<file path="src/sv/cag_pkg.sv">
// ----------------------------------------------------------------------------
// cag_pkg
// Shared codes and helpers for the add-group execute block: item kinds,
// register select codes, opcode values and the flag helpers.
// ----------------------------------------------------------------------------
package cag_pkg;

  // item kinds
  localparam logic [1:0] KIND_EXEC     = 2'd0;
  localparam logic [1:0] KIND_WR_REG   = 2'd1;
  localparam logic [1:0] KIND_WR_SP    = 2'd2;
  localparam logic [1:0] KIND_WR_PC    = 2'd3;

  // register select / operand field codes
  localparam logic [2:0] SEL_B     = 3'd0;
  localparam logic [2:0] SEL_C     = 3'd1;
  localparam logic [2:0] SEL_D     = 3'd2;
  localparam logic [2:0] SEL_E     = 3'd3;
  localparam logic [2:0] SEL_H     = 3'd4;
  localparam logic [2:0] SEL_L     = 3'd5;
  localparam logic [2:0] SEL_FLAGS = 3'd6;
  localparam logic [2:0] SEL_A     = 3'd7;

  // opcodes and opcode groups
  localparam logic [4:0] OPG_ADD = 5'b10000;  // 0x80..0x87
  localparam logic [4:0] OPG_ADC = 5'b10001;  // 0x88..0x8f
  localparam logic [7:0] OP_ADI  = 8'hC6;
  localparam logic [7:0] OP_ACI  = 8'hCE;
  localparam logic [7:0] OP_DAA  = 8'h27;
  localparam logic [3:0] OPL_DAD = 4'h9;      // 0x09 0x19 0x29 0x39

  // register pair codes of dad
  localparam logic [1:0] RP_BC = 2'd0;
  localparam logic [1:0] RP_DE = 2'd1;
  localparam logic [1:0] RP_HL = 2'd2;
  localparam logic [1:0] RP_SP = 2'd3;

  // flags byte bit positions
  localparam int FB_S  = 7;
  localparam int FB_Z  = 6;
  localparam int FB_AC = 4;
  localparam int FB_P  = 2;
  localparam int FB_CY = 0;

  localparam logic [3:0] BCD_MAX_DIGIT = 4'd9;
  localparam logic [3:0] DAA_LO_CORR   = 4'h6;

  typedef struct packed {
    logic z;
    logic s;
    logic p;
    logic cy;
    logic ac;
  } flags_t;

  // set when the byte has an even number of ones
  function automatic logic even_parity(input logic [7:0] v);
    return ~(^v);
  endfunction

endpackage

</file>
<file path="src/sv/cpu_add_group_execute.sv">
// ----------------------------------------------------------------------------
// cpu_add_group_execute
// Executes the add group of an 8-bit processor (add, adc, adi, aci, dad, daa)
// on its own register file, stack pointer, program counter and flags.
// ----------------------------------------------------------------------------
//
//  channel | ports                                   | direction
//  --------+-----------------------------------------+----------
//  in      | in_valid, in_stall, in_kind .. in_write_value | item in
//  out     | out_valid, out_stall, out_acc_out .. out_not_handled | result out
//
//  one item per clock unless in_stall holds the input: a transfer on in updates the
//  architectural state at that edge and the result shows on out from the next cycle on
//  the result fields are the state registers themselves; one short 8/16 bit
//  add with flag logic sits between them and their next value
//  in_stall follows out_stall while a result is still waiting, so the state
//  and the shown result hold together during a stall
//  rst_n (synchronous, low) clears all registers, flags, sp and pc
//
module cpu_add_group_execute (
  input  logic        clk,
  input  logic        rst_n,
  // input channel
  input  logic        in_valid,
  output logic        in_stall,
  input  logic [1:0]  in_kind,
  input  logic [7:0]  in_opcode,
  input  logic [7:0]  in_mem_byte,
  input  logic [2:0]  in_reg_select,
  input  logic [15:0] in_write_value,
  // result channel
  output logic        out_valid,
  input  logic        out_stall,
  output logic [7:0]  out_acc_out,
  output logic [7:0]  out_h_out,
  output logic [7:0]  out_l_out,
  output logic        out_zero_flag,
  output logic        out_sign_flag,
  output logic        out_parity_flag,
  output logic        out_carry_flag,
  output logic        out_aux_carry_flag,
  output logic [15:0] out_pc_out,
  output logic        out_not_handled
);

  // architectural state
  logic [7:0]       b_r, c_r, d_r, e_r, h_r, l_r, a_r;
  logic [7:0]       b_nxt, c_nxt, d_nxt, e_nxt, h_nxt, l_nxt, a_nxt;
  logic [15:0]      sp_r, sp_nxt;
  logic [15:0]      pc_r, pc_nxt;
  cag_pkg::flags_t  flg_r, flg_nxt;
  logic             nh_r, nh_nxt;
  logic             out_valid_r;

  logic in_xfer;

  // decode
  logic is_add, is_adc, is_adi, is_aci, is_dad, is_daa, is_acc_add;
  logic use_carry;

  // 8-bit add datapath
  logic [7:0]  operand;
  logic [7:0]  add_val;
  logic        add_cin;
  logic [8:0]  add_sum;
  logic [4:0]  add_nib;

  // dad datapath
  logic [15:0] pair;
  logic [16:0] dad_sum;

  // daa datapath
  logic [3:0]  daa_lo, daa_hi;
  logic        daa_fix_lo, daa_fix_hi;
  logic [7:0]  daa_corr;
  logic [4:0]  daa_nib;
  logic [7:0]  daa_res;

  // a transfer is taken whenever the shown result is gone or being taken
  assign in_stall = out_valid_r & out_stall;
  assign in_xfer  = in_valid & ~in_stall;

  // opcode decode
  always_comb begin
    is_add     = (in_opcode[7:3] == cag_pkg::OPG_ADD);
    is_adc     = (in_opcode[7:3] == cag_pkg::OPG_ADC);
    is_adi     = (in_opcode == cag_pkg::OP_ADI);
    is_aci     = (in_opcode == cag_pkg::OP_ACI);
    is_dad     = (in_opcode[7:6] == 2'b00) && (in_opcode[3:0] == cag_pkg::OPL_DAD);
    is_daa     = (in_opcode == cag_pkg::OP_DAA);
    is_acc_add = is_add | is_adc | is_adi | is_aci;
    use_carry  = is_adc | is_aci;
  end

  // operand pick for the register / memory forms
  always_comb begin
    unique case (in_opcode[2:0])
      cag_pkg::SEL_B:     operand = b_r;
      cag_pkg::SEL_C:     operand = c_r;
      cag_pkg::SEL_D:     operand = d_r;
      cag_pkg::SEL_E:     operand = e_r;
      cag_pkg::SEL_H:     operand = h_r;
      cag_pkg::SEL_L:     operand = l_r;
      cag_pkg::SEL_FLAGS: operand = in_mem_byte;  // M form
      default:            operand = a_r;
    endcase
  end

  // accumulator add: carry in is part of one 9-bit sum
  always_comb begin
    add_val = (is_adi | is_aci) ? in_mem_byte : operand;
    add_cin = use_carry & flg_r.cy;
    add_sum = {1'b0, a_r} + {1'b0, add_val} + {8'd0, add_cin};
    add_nib = {1'b0, a_r[3:0]} + {1'b0, add_val[3:0]} + {4'd0, add_cin};
  end

  // hl add with a register pair
  always_comb begin
    unique case (in_opcode[5:4])
      cag_pkg::RP_BC: pair = {b_r, c_r};
      cag_pkg::RP_DE: pair = {d_r, e_r};
      cag_pkg::RP_HL: pair = {h_r, l_r};
      default:        pair = sp_r;
    endcase
    dad_sum = {1'b0, h_r, l_r} + {1'b0, pair};
  end

  // decimal adjust, correction from the original accumulator
  always_comb begin
    daa_lo     = a_r[3:0];
    daa_hi     = a_r[7:4];
    daa_fix_lo = flg_r.ac | (daa_lo > cag_pkg::BCD_MAX_DIGIT);
    daa_fix_hi = flg_r.cy | (daa_hi > cag_pkg::BCD_MAX_DIGIT) |
                 ((daa_hi >= cag_pkg::BCD_MAX_DIGIT) & (daa_lo > cag_pkg::BCD_MAX_DIGIT));
    daa_corr   = {(daa_fix_hi ? cag_pkg::DAA_LO_CORR : 4'h0),
                  (daa_fix_lo ? cag_pkg::DAA_LO_CORR : 4'h0)};
    daa_nib    = {1'b0, daa_lo} + {1'b0, daa_corr[3:0]};
    daa_res    = a_r + daa_corr;
  end

  // next state
  always_comb begin
    b_nxt   = b_r;
    c_nxt   = c_r;
    d_nxt   = d_r;
    e_nxt   = e_r;
    h_nxt   = h_r;
    l_nxt   = l_r;
    a_nxt   = a_r;
    sp_nxt  = sp_r;
    pc_nxt  = pc_r;
    flg_nxt = flg_r;
    nh_nxt  = 1'b0;
    unique case (in_kind)
      cag_pkg::KIND_WR_REG: begin
        unique case (in_reg_select)
          cag_pkg::SEL_B:     b_nxt = in_write_value[7:0];
          cag_pkg::SEL_C:     c_nxt = in_write_value[7:0];
          cag_pkg::SEL_D:     d_nxt = in_write_value[7:0];
          cag_pkg::SEL_E:     e_nxt = in_write_value[7:0];
          cag_pkg::SEL_H:     h_nxt = in_write_value[7:0];
          cag_pkg::SEL_L:     l_nxt = in_write_value[7:0];
          cag_pkg::SEL_FLAGS: begin
            flg_nxt.s  = in_write_value[cag_pkg::FB_S];
            flg_nxt.z  = in_write_value[cag_pkg::FB_Z];
            flg_nxt.ac = in_write_value[cag_pkg::FB_AC];
            flg_nxt.p  = in_write_value[cag_pkg::FB_P];
            flg_nxt.cy = in_write_value[cag_pkg::FB_CY];
          end
          default:            a_nxt = in_write_value[7:0];
        endcase
      end
      cag_pkg::KIND_WR_SP: sp_nxt = in_write_value;
      cag_pkg::KIND_WR_PC: pc_nxt = in_write_value;
      default: begin
        priority if (is_acc_add) begin
          a_nxt      = add_sum[7:0];
          flg_nxt.cy = add_sum[8];
          flg_nxt.ac = add_nib[4];
          flg_nxt.z  = (add_sum[7:0] == 8'd0);
          flg_nxt.s  = add_sum[7];
          flg_nxt.p  = cag_pkg::even_parity(add_sum[7:0]);
          // immediate forms are two bytes long
          pc_nxt     = pc_r + ((is_adi | is_aci) ? 16'd2 : 16'd1);
        end else if (is_dad) begin
          h_nxt      = dad_sum[15:8];
          l_nxt      = dad_sum[7:0];
          flg_nxt.cy = dad_sum[16];
          pc_nxt     = pc_r + 16'd1;
        end else if (is_daa) begin
          a_nxt      = daa_res;
          flg_nxt.cy = flg_r.cy | daa_fix_hi;
          flg_nxt.ac = daa_nib[4];
          flg_nxt.z  = (daa_res == 8'd0);
          flg_nxt.s  = daa_res[7];
          flg_nxt.p  = cag_pkg::even_parity(daa_res);
          pc_nxt     = pc_r + 16'd1;
        end else begin
          // not in the group: state untouched
          nh_nxt = 1'b1;
        end
      end
    endcase
  end

  // state and result registers
  always_ff @(posedge clk) begin
    if (!rst_n) begin
      b_r         <= 8'd0;
      c_r         <= 8'd0;
      d_r         <= 8'd0;
      e_r         <= 8'd0;
      h_r         <= 8'd0;
      l_r         <= 8'd0;
      a_r         <= 8'd0;
      sp_r        <= 16'd0;
      pc_r        <= 16'd0;
      flg_r       <= '0;
      nh_r        <= 1'b0;
      out_valid_r <= 1'b0;
    end else begin
      if (in_xfer) begin
        b_r   <= b_nxt;
        c_r   <= c_nxt;
        d_r   <= d_nxt;
        e_r   <= e_nxt;
        h_r   <= h_nxt;
        l_r   <= l_nxt;
        a_r   <= a_nxt;
        sp_r  <= sp_nxt;
        pc_r  <= pc_nxt;
        flg_r <= flg_nxt;
        nh_r  <= nh_nxt;
      end
      if (in_xfer) begin
        out_valid_r <= 1'b1;
      end else if (!out_stall) begin
        out_valid_r <= 1'b0;
      end
    end
  end

  assign out_valid          = out_valid_r;
  assign out_acc_out        = a_r;
  assign out_h_out          = h_r;
  assign out_l_out          = l_r;
  assign out_zero_flag      = flg_r.z;
  assign out_sign_flag      = flg_r.s;
  assign out_parity_flag    = flg_r.p;
  assign out_carry_flag     = flg_r.cy;
  assign out_aux_carry_flag = flg_r.ac;
  assign out_pc_out         = pc_r;
  assign out_not_handled    = nh_r;

  // every accepted transfer shows a result in the next cycle
  a_xfer_result: assert property (@(posedge clk) disable iff (!rst_n)
    in_xfer |=> out_valid_r)
    else $error("accepted transfer produced no result");

  // an opcode outside the group leaves the state alone
  a_nh_keeps_state: assert property (@(posedge clk) disable iff (!rst_n)
    in_xfer && nh_nxt |=> pc_r == $past(pc_r) && a_r == $past(a_r) &&
                          h_r == $past(h_r) && l_r == $past(l_r) &&
                          flg_r == $past(flg_r))
    else $error("unhandled opcode changed state");

  // immediate adds step the pc by two
  a_imm_pc: assert property (@(posedge clk) disable iff (!rst_n)
    in_xfer && in_kind == cag_pkg::KIND_EXEC && (is_adi || is_aci) |=>
      pc_r == $past(pc_r) + 16'd2)
    else $error("immediate add pc step wrong");

  // a stack pointer write touches nothing shown on the result
  a_sp_write_quiet: assert property (@(posedge clk) disable iff (!rst_n)
    in_xfer && in_kind == cag_pkg::KIND_WR_SP |=>
      pc_r == $past(pc_r) && a_r == $past(a_r) && flg_r == $past(flg_r) && !nh_r)
    else $error("sp write disturbed other state");

  // no state change while a result is held
  a_hold_on_stall: assert property (@(posedge clk) disable iff (!rst_n)
    in_stall |=> $stable(a_r) && $stable(pc_r) && $stable(flg_r))
    else $error("state moved during a stall");

endmodule

</file>
<file path="config.mk">
export PLATFORM = sky130hd
export DESIGN_NAME = cpu_add_group_execute
export DESIGN_NICKNAME = d
export VERILOG_FILES = /design/src/sv/cag_pkg.sv /design/src/sv/cpu_add_group_execute.sv
export SDC_FILE = /design/constraint.sdc
export NUM_CORES = 1
export LEC_CHECK = 0
export ABC_AREA = 0
export BUFFER_PORTS_ARGS = -buffer_cell sky130_fd_sc_hd__buf_2
export CORE_MARGIN = 10
export CORE_UTILIZATION = 35
export DETAILED_ROUTE_END_ITERATION = 8
export SYNTH_ARGS = -nofsm -noshare
export SYNTH_HDL_FRONTEND = slang
export SYNTH_SLANG_ARGS = --single-unit
</file>
<file path="constraint.sdc">
create_clock -name clk -period 4.5 [get_ports clk]
set_clock_uncertainty 0.05 [all_clocks]
set_input_delay 0.225 -clock clk [delete_from_list [all_inputs] [get_ports clk]]
set_output_delay 0.225 -clock clk [all_outputs]
set_load 0.01 [all_outputs]
</file>
# After elaboration in Yosys (flattened, before gate mapping)
# Cells that the tools add are included.
[totals]
regBits = 95
in_bits = 41
output_inout_bits = 48
elab_cells = 140
[classes]
n_addsub = 9
magnitude_cmp = 3
n_eq_ne = 30
muxes = 36
n_bitwise = 18
reduce_logical = 28
[ops]
columns = ["op", "count"]
rows = [
  ["two-way mux 8 bit", 11],
  ["case mux 8 bit (7 select lines)", 1],
  ["two-way mux 16 bit", 3],
  ["case mux 16 bit (3 select lines)", 1],
  ["case mux 8 bit (2 select lines)", 3],
  ["case mux 16 bit (2 select lines)", 1],
  ["AND reduction 5 bit", 4],
  ["== test 3 bit, second input constant", 6],
  ["adder 16 x 16 -> 17 bit", 1],
  ["adder 16 x 1 -> 16 bit, second input constant", 1],
  ["adder 16 x 2 -> 16 bit", 1],
  ["== test 8 bit, second input constant", 2],
  ["zero test 8 bit", 2],
  ["parity 8 bit", 2],
  ["two-way mux 5 bit", 3],
  ["AND reduction 3 bit", 5],
  ["== test 3 x 2 -> 1 bit, second input constant", 4],
  ["== test 5 bit, second input constant", 2],
  ["inequality test 2 x 1 -> 1 bit, second input constant", 5],
  ["case mux 5 bit (2 select lines)", 1],
  ["adder 8 x 8 -> 9 bit", 1],
  ["adder 9 x 1 -> 9 bit", 1],
  ["two-way mux 3 bit", 3],
  ["bitwise OR 1 bit", 9],
  ["28 further kinds", 51],
]

# Longest topological paths before layout
# Gate-level depths: netlist (run 1).
[logic_depth]
depth_word = 11
mapped_depth = 20
ltp_nobuf = 17

# Worst setup path after synthesis (run 1)
# Ideal clock, no wire load.
[synth_timing]
path_kind = "input -> register"
from = "in in_opcode[1]"
to = "reg flg_r, in the netlist out_parity_flag"
setup_ps = 132
arrival_ps = 3648
required_time_ps = 4318
path_slack_ps = 670
cell_stages = 17
n_path_buf = 3
path_cell_list = "buf_2 -> buf_1 -> clkbuf_1 -> mux4_2 -> mux2_2 -> ha_1 -> nor2b_1 -> o31a_1 -> o21ai_0 -> nand2_1 -> xnor2_1 -> ha_1 -> xor2_1 -> xnor2_1 -> a21oi_1 -> o211ai_1 -> a21oi_1"
[synth_via]
elab_chain_cells = 9
word_cells_on_any_way = 28
cone_classes = "add/sub (2); eq/ne (11); mux (4); bitwise (6); reduce/logical (5)"
[synth_lines]
columns = ["item", "line", "rtl"]
rows = [
  ["from (decl)", "cpu_add_group_execute.sv:27", "input logic [7:0] in_opcode,"],
  ["== test 3 bit, or another cell as far along", "cpu_add_group_execute.sv:97", "unique case (in_opcode[2:0])"],
  ["case mux 8 bit (7 select lines) / bitwise OR 1 bit (equally long branches)", "cpu_add_group_execute.sv:97, cpu_add_group_execute.sv:111", ""],
  ["two-way mux 8 bit", "cpu_add_group_execute.sv:111", "add_val = (is_adi | is_aci) ? in_mem_byte : operand;"],
  ["adder 8 x 8 -> 9 bit", "cpu_add_group_execute.sv:113", "add_sum = {1'b0, a_r} + {1'b0, add_val} + {8'd0, add_cin};"],
  ["adder 9 x 1 -> 9 bit", "cpu_add_group_execute.sv:113", ""],
  ["parity 8 bit", "cag_pkg.sv:58", "return ~(^v);"],
  ["NOT 1 bit", "cag_pkg.sv:58", ""],
  ["two-way mux 5 bit", "cpu_add_group_execute.sv:176", "priority if (is_acc_add) begin"],
  ["case mux 5 bit (2 select lines)", "cpu_add_group_execute.sv:154", "unique case (in_kind)"],
  ["to (signal assigned)", "cpu_add_group_execute.sv:232", "flg_r <= flg_nxt;"],
  ["to (decl)", "cpu_add_group_execute.sv:51", "cag_pkg::flags_t flg_r, flg_nxt;"],
]
# Several ways; a longest one is shown, not always the timed one.
# A chain may end at the register's enable or synchronous reset.

# Worst setup path in the final report (run 1)
[layout_timing]
from = "reg c_r[6]"
to = "reg flg_r, in the netlist out_parity_flag"
[layout_via]
elab_chain_cells = 8
[layout_lines]
columns = ["item", "line", "rtl"]
rows = [
  ["from (decl)", "cpu_add_group_execute.sv:47", "logic [7:0] b_r, c_r, d_r, e_r, h_r, l_r, a_r;"],
  ["from (signal assigned)", "cpu_add_group_execute.sv:224", "c_r <= c_nxt;"],
  ["case mux 8 bit (7 select lines)", "cpu_add_group_execute.sv:97", ""],
  ["two-way mux 8 bit", "cpu_add_group_execute.sv:111", ""],
  ["adder 8 x 8 -> 9 bit", "cpu_add_group_execute.sv:113", ""],
  ["adder 9 x 1 -> 9 bit", "cpu_add_group_execute.sv:113", ""],
  ["parity 8 bit", "cag_pkg.sv:58", ""],
  ["NOT 1 bit", "cag_pkg.sv:58", ""],
  ["two-way mux 5 bit", "cpu_add_group_execute.sv:176", ""],
  ["case mux 5 bit (2 select lines)", "cpu_add_group_execute.sv:154", ""],
]
# Every way passes these cells.

==> flow_metrics.env, run 1 <==
export IMPL_cts_buffer_depth=2
export IMPL_wl_mm=24.6
export IMPL_yosys_area_top_type_share_pct=27.4
export IMPL_mostFrequentLayoutCells="116 x nand2_1, 95 x dfxtp_1, 88 x buf_2, 82 x a21oi_1, 52 x nor2_1"
export IMPL_detail_route_iter0_violations=718
export IMPL_power_density_mw_per_mm2=253
export IMPL_final_max_slew_viol_count=0
export IMPL_path_max_fanout=5
export IMPL_first_pass_iters=5
export IMPL_rows=51
export IMPL_die_w_um=161
export IMPL_cap_violations=0
export IMPL_die_y_um=161
export IMPL_post_cts_buffers=0
export IMPL_period_needed_ps=3740
export IMPL_r2r_slack_ps=760
export IMPL_cts_tree="done"
export IMPL_num_vias=6823
export IMPL_cts_sink_count=95
export IMPL_peakVddDrop_uv=184
export IMPL_layout_commonest_cell="nand2_1"
export IMPL_synth_edf_count=0
export IMPL_htreeDepth=3
export IMPL_synth_area_mm2=0.00693
export IMPL_ys_flop_type="dfxtp_1"
export IMPL_p_leak_nw=3.00
export IMPL_synth_cells=855
export IMPL_rsz0062_at_grt="false"
export IMPL_fin_setup_tns_ps=0
export IMPL_core_mm2=0.0195
export IMPL_outcome="complete, no violations"
export IMPL_r2r_cells=15
export IMPL_max_freq_mhz=267
export IMPL_setup_ws_ps=759
export IMPL_setup_viol=0
export IMPL_async_flop_share_pct=0
export IMPL_slew_headroom_pct=46.4
export IMPL_dp_hpwl_mm=18.6
export IMPL_ys_ff_latch=95
export IMPL_portBuffers=88
export IMPL_whs_ps=41.6
export IMPL_critPathCapture="out_parity_flag"
export IMPL_tightest_slew_ps=802
export IMPL_io_pins=89
export IMPL_grt_max_degree=46
export IMPL_route_detailed_drc=0
export IMPL_r2r_start="c_r[6]"
export IMPL_synth_top_cell_by_area="dfxtp_1"
export IMPL_nets=994
export IMPL_ys_warn_count=0
export IMPL_vias_per_cell=5.80
export IMPL_hold_path_class="primary input to flop"
export IMPL_ant_nets=0
export IMPL_clockRootBuffer="clkbuf_16"
export IMPL_grt_use_total_pct=18.6
export IMPL_dp_slack_ps=496
export IMPL_yosysUniqueCellTypes=79
export IMPL_crit_start="c_r[6]"
export IMPL_crit_path_end_kind="flop"
export IMPL_cp_start_kind="flop"
export IMPL_post_route_period_util_pct=83.1
export IMPL_layout_drive_gt1_share_pct=17.7
export IMPL_dieArea_mm2=0.0258
export IMPL_regToRegEndpoint="out_parity_flag"
export IMPL_grt_pass1_wl_mm=38.1
export IMPL_cts_made_buffers=9
export IMPL_start_util_pct=35.6
export IMPL_path_class="flop to flop"
export IMPL_final_hold_violation_count=0
export IMPL_cts_resized=0
export IMPL_cp_data_required_time_ps=4670
export IMPL_syn_nets=942
export IMPL_finalWeightedCongestion=0.910
export IMPL_wire_per_inst_um=20.9
export IMPL_p_total_mw=1.98
export IMPL_dp_cells=1161
export IMPL_antenna_found_initial=1
export IMPL_grt_ovfl_total=0
export IMPL_crit_arrival_ps=3910
export IMPL_holdBufCountCts=0
export IMPL_synth_area_leaders="dfxtp_1 27%, ha_1 7.4%, mux4_2 7.1%, nand2_1 6.3%, a21oi_1 5.9%"
export IMPL_clk_latency_ps=360
export IMPL_avgSynthCellArea_um2=8.11
export IMPL_seq_area_frac_synth_pct=27.4
export IMPL_clk_pin_slew_ps=80
export IMPL_area_delta_synth_final_pct=12.8
export IMPL_grt_pass1_vias=6333
export IMPL_layout_cells_non_filler=1177
[layout make-up]
type	instances	area, um2
fill	2029	11600
inverter	32	120
sequential	95	1900
clock inverter	4	55.1
tap	265	332
clock buffer	11	233
timing repair buffer	101	538
multi-input combinational	668	4640
antenna	1	2.50
[sequential cells by signal (all words and copies together) (netlist names), 8 cells and up]
signal / cells
out_l_out: 8
b_r: 8
out_pc_out: 16
c_r: 8
d_r: 8
out_h_out: 8
sp_r: 16
out_acc_out: 8
e_r: 8
[logic make-up (layout without fill, tap and decap cells)]
kind of cell,Yosys count,after routing,share of synthesized area [%]
compound gates,256,256,23.9
xor+xnor,20,20,2.53
fa+ha+maj,46,46,8.84
buf+inv,92,148,5.63
flops,95,95,27.4
mux,48,48,11.0
other cells,0,1,0
simple gates,298,298,20.7
[Yosys cell counts (all sizes together) (14+ instances only)]
library cell / instances
nand2: 116
dfxtp: 95
a21oi: 85
nor2: 53
o21ai: 50
nand3: 42
ha: 41
clkbuf: 39
inv: 32
mux4: 22
a31oi: 21
buf: 21
mux2i: 20
nand2b: 15
xnor2: 14
[stage by stage]
step | instance area [um2] | utilization, %
3_5_place_dp | 7530 | 38.7
3_3_place_gp | 7530 | 38.7
4_1_cts | 7820 | 40.2
6_report | 7820 | 40.2
5_1_grt | 7820 | 40.2
2_1_floorplan | 6930 | -
[worst min-delay path by stage]
stage | from | endpoint | cells past startpoint
3_5_place_dp | sp_r[1] | sp_r[1] | 2
4_1_cts | in_valid | out_valid | 2
3_3_place_gp | in_valid | out_valid | 2
5_1_grt | in_valid | out_valid | 2
2_1_floorplan | in_valid | out_valid | 1
6_report | in_valid | out_valid | 2
[routing by layer]
| metal | vias up | track usage (%) | wire [um] |
|---|---|---|---|
| li1 | 3263 | - | - |
| met1 | 3286 | 25.7 | 11500 |
| met2 | 250 | 29.0 | 11100 |
| met3 | 24 | 3.86 | 1560 |
| met4 | 0 | 3.80 | 366 |
| met5 | - | 0 | 0 |
[worst max-delay path, stage by stage, from the launching register on]
cell and delay, ps:
dfxtp_1 350, mux2_2 270, a221oi_1 290, a31oi_1 90
o22a_1 200, ha_1 340, a211o_1 320, or2_2 270
o221ai_1 220, xor2_1 250, ha_1 280, xor2_1 170
xnor2_1 170, a21oi_1 90, o211ai_1 160, a21oi_1 80
[power breakdown]
group	leakage [nW]	total, mW	internal, mW	switching, mW
Sequential	0.768	0.872	0.855	0.0176
Clock	0.142	0.803	0.434	0.369
Combinational	2.09	0.300	0.109	0.190
Total	3.00	1.98	1.40	0.577
No activity file was read; power rests on OpenSTA's default activity.
==> run 2: changes to the inputs <==
==> constraint.sdc (replaced) <==
create_clock -name clk -period 3.9 [get_ports clk]
set_clock_uncertainty 0.05 [all_clocks]
set_input_delay 0.195 -clock clk [delete_from_list [all_inputs] [get_ports clk]]
set_output_delay 0.195 -clock clk [all_outputs]
set_load 0.01 [all_outputs]
==> run 2 against run 1 <==
Effect of this change: core utilization grew 0.97 points; combinational power grew 20%; sequential power grew 15%; clock-buffer cell count shrank 2.
==> flow_metrics.env, run 2 (synthesized netlist as in run 1, its figures left out) <==
export IMPL_start_util_pct=35.6
export IMPL_route_detailed_drc=0
export IMPL_hold_path_class="primary input to flop"
export IMPL_r2r_slack_ps=280
export IMPL_cap_violations=0
export IMPL_cts_sink_count=95
export IMPL_dp_cells=1181
export IMPL_rows=51
export IMPL_layout_cells_non_filler=1198
export IMPL_first_pass_iters=5
export IMPL_post_cts_buffers=0
export IMPL_cp_start_kind="flop"
export IMPL_detail_route_iter0_violations=683
export IMPL_io_pins=89
export IMPL_ant_nets=0
export IMPL_finalWeightedCongestion=0.964
export IMPL_power_density_mw_per_mm2=295
export IMPL_area_delta_synth_final_pct=15.6
export IMPL_nets=1014
export IMPL_period_needed_ps=3620
export IMPL_htreeDepth=3
export IMPL_post_route_period_util_pct=92.8
export IMPL_die_w_um=161
export IMPL_mostFrequentLayoutCells="116 x nand2_1, 95 x dfxtp_1, 88 x buf_2, 82 x a21oi_1, 52 x nor2_1"
export IMPL_peakVddDrop_uv=211
export IMPL_outcome="complete, no violations"
export IMPL_cts_made_buffers=9
export IMPL_cts_buffer_depth=2
export IMPL_wl_mm=25.0
export IMPL_clk_pin_slew_ps=70
export IMPL_layout_drive_gt1_share_pct=19.7
export IMPL_setup_ws_ps=281
export IMPL_slew_headroom_pct=40.9
export IMPL_clk_latency_ps=360
export IMPL_wire_per_inst_um=20.8
export IMPL_setup_viol=0
export IMPL_tightest_slew_ps=885
export IMPL_dp_hpwl_mm=19.1
export IMPL_hold_start="in_valid"
export IMPL_portBuffers=88
export IMPL_cts_tree="done"
export IMPL_num_vias=6926
export IMPL_die_y_um=161
export IMPL_cp_data_required_time_ps=4050
export IMPL_utilization_pct=41.2
export IMPL_grt_use_total_pct=18.8
export IMPL_final_hold_violation_count=0
export IMPL_r2r_cells=16
export IMPL_p_leak_nw=3.12
export IMPL_max_freq_mhz=276
export IMPL_critPathCapture="out_parity_flag"
export IMPL_rsz0062_at_grt="false"
export IMPL_crit_path_end_kind="flop"
export IMPL_clockRootBuffer="clkbuf_16"
export IMPL_vias_per_cell=5.78
export IMPL_crit_arrival_ps=3770
export IMPL_grt_pass1_wl_mm=38.6
export IMPL_grt_ovfl_total=0
export IMPL_dp_slack_ps=89.5
export IMPL_path_max_fanout=4
export IMPL_whs_ps=9.98
export IMPL_grt_max_degree=49
export IMPL_crit_start="c_r[5]"
export IMPL_holdBufCountCts=0
export IMPL_fin_setup_tns_ps=0
export IMPL_r2r_start="c_r[5]"
export IMPL_layout_commonest_cell="nand2_1"
export IMPL_grt_pass1_vias=6552
export IMPL_antenna_found_initial=1
export IMPL_core_mm2=0.0195
export IMPL_final_max_slew_viol_count=0
export IMPL_regToRegEndpoint="out_parity_flag"
export IMPL_dieArea_mm2=0.0258
export IMPL_path_class="flop to flop"
-- run 2: area by class of cell --
type,instances,area [um2]
clock inverter,7,101
timing repair buffer,121,688
fill,1986,11500
tap,265,332
inverter,32,120
antenna,1,2.50
clock buffer,9,225
multi-input combinational,668,4640
sequential,95,1900
-- run 2: worst min path at each step --
stage	cells after the start	slack, ps	to
floorplan	1	270	out_valid
CTS	2	0.9	out_valid
finish	2	10	out_valid
detailed placement	2	370	out_valid
global placement	2	370	out_valid
global route	2	30	out_valid
-- run 2: per-layer routing --
layer / track usage (%) / share of wire (%)
met1: 26.0 / 45
met2: 28.7 / 44
met3: 4.42 / 8.7
met4: 5.17 / 2.1
met5: 0 / 0
-- run 2: per-stage QoR --
stage / power, mW / area, um2
6_report: 2.36 / 8010
5_1_grt: 2.45 / 8010
4_1_cts: 2.38 / 8010
3_5_place_dp: 1.38 / 7680
3_3_place_gp: 1.38 / 7680
2_1_floorplan: 1.25 / 6930
-- run 2: critical path: stages, from the launching register on --
cell      delay, ps
dfxtp_1         330
mux2i_1         170
o32ai_1         110
a21oi_1         220
a21oi_1         100
a311o_1         330
ha_1            220
a211o_1         280
or2_2           270
o221ai_1        200
xor2_1          230
ha_1            280
xor2_1          210
xnor2_1         140
a21oi_1          80
o211ai_1        170
a21oi_1          80
-- run 2: where the power goes --
group | switching (mW) | internal [mW]
combinational | 0.226 | 0.134
sequential | 0.0181 | 0.986
clock | 0.428 | 0.571
-- run 2: what timing repair did --
item                                   CTS  global route
endpoints found under the hold margin    0             0
resized for setup                        0             1
setup endpoints to repair                0             1
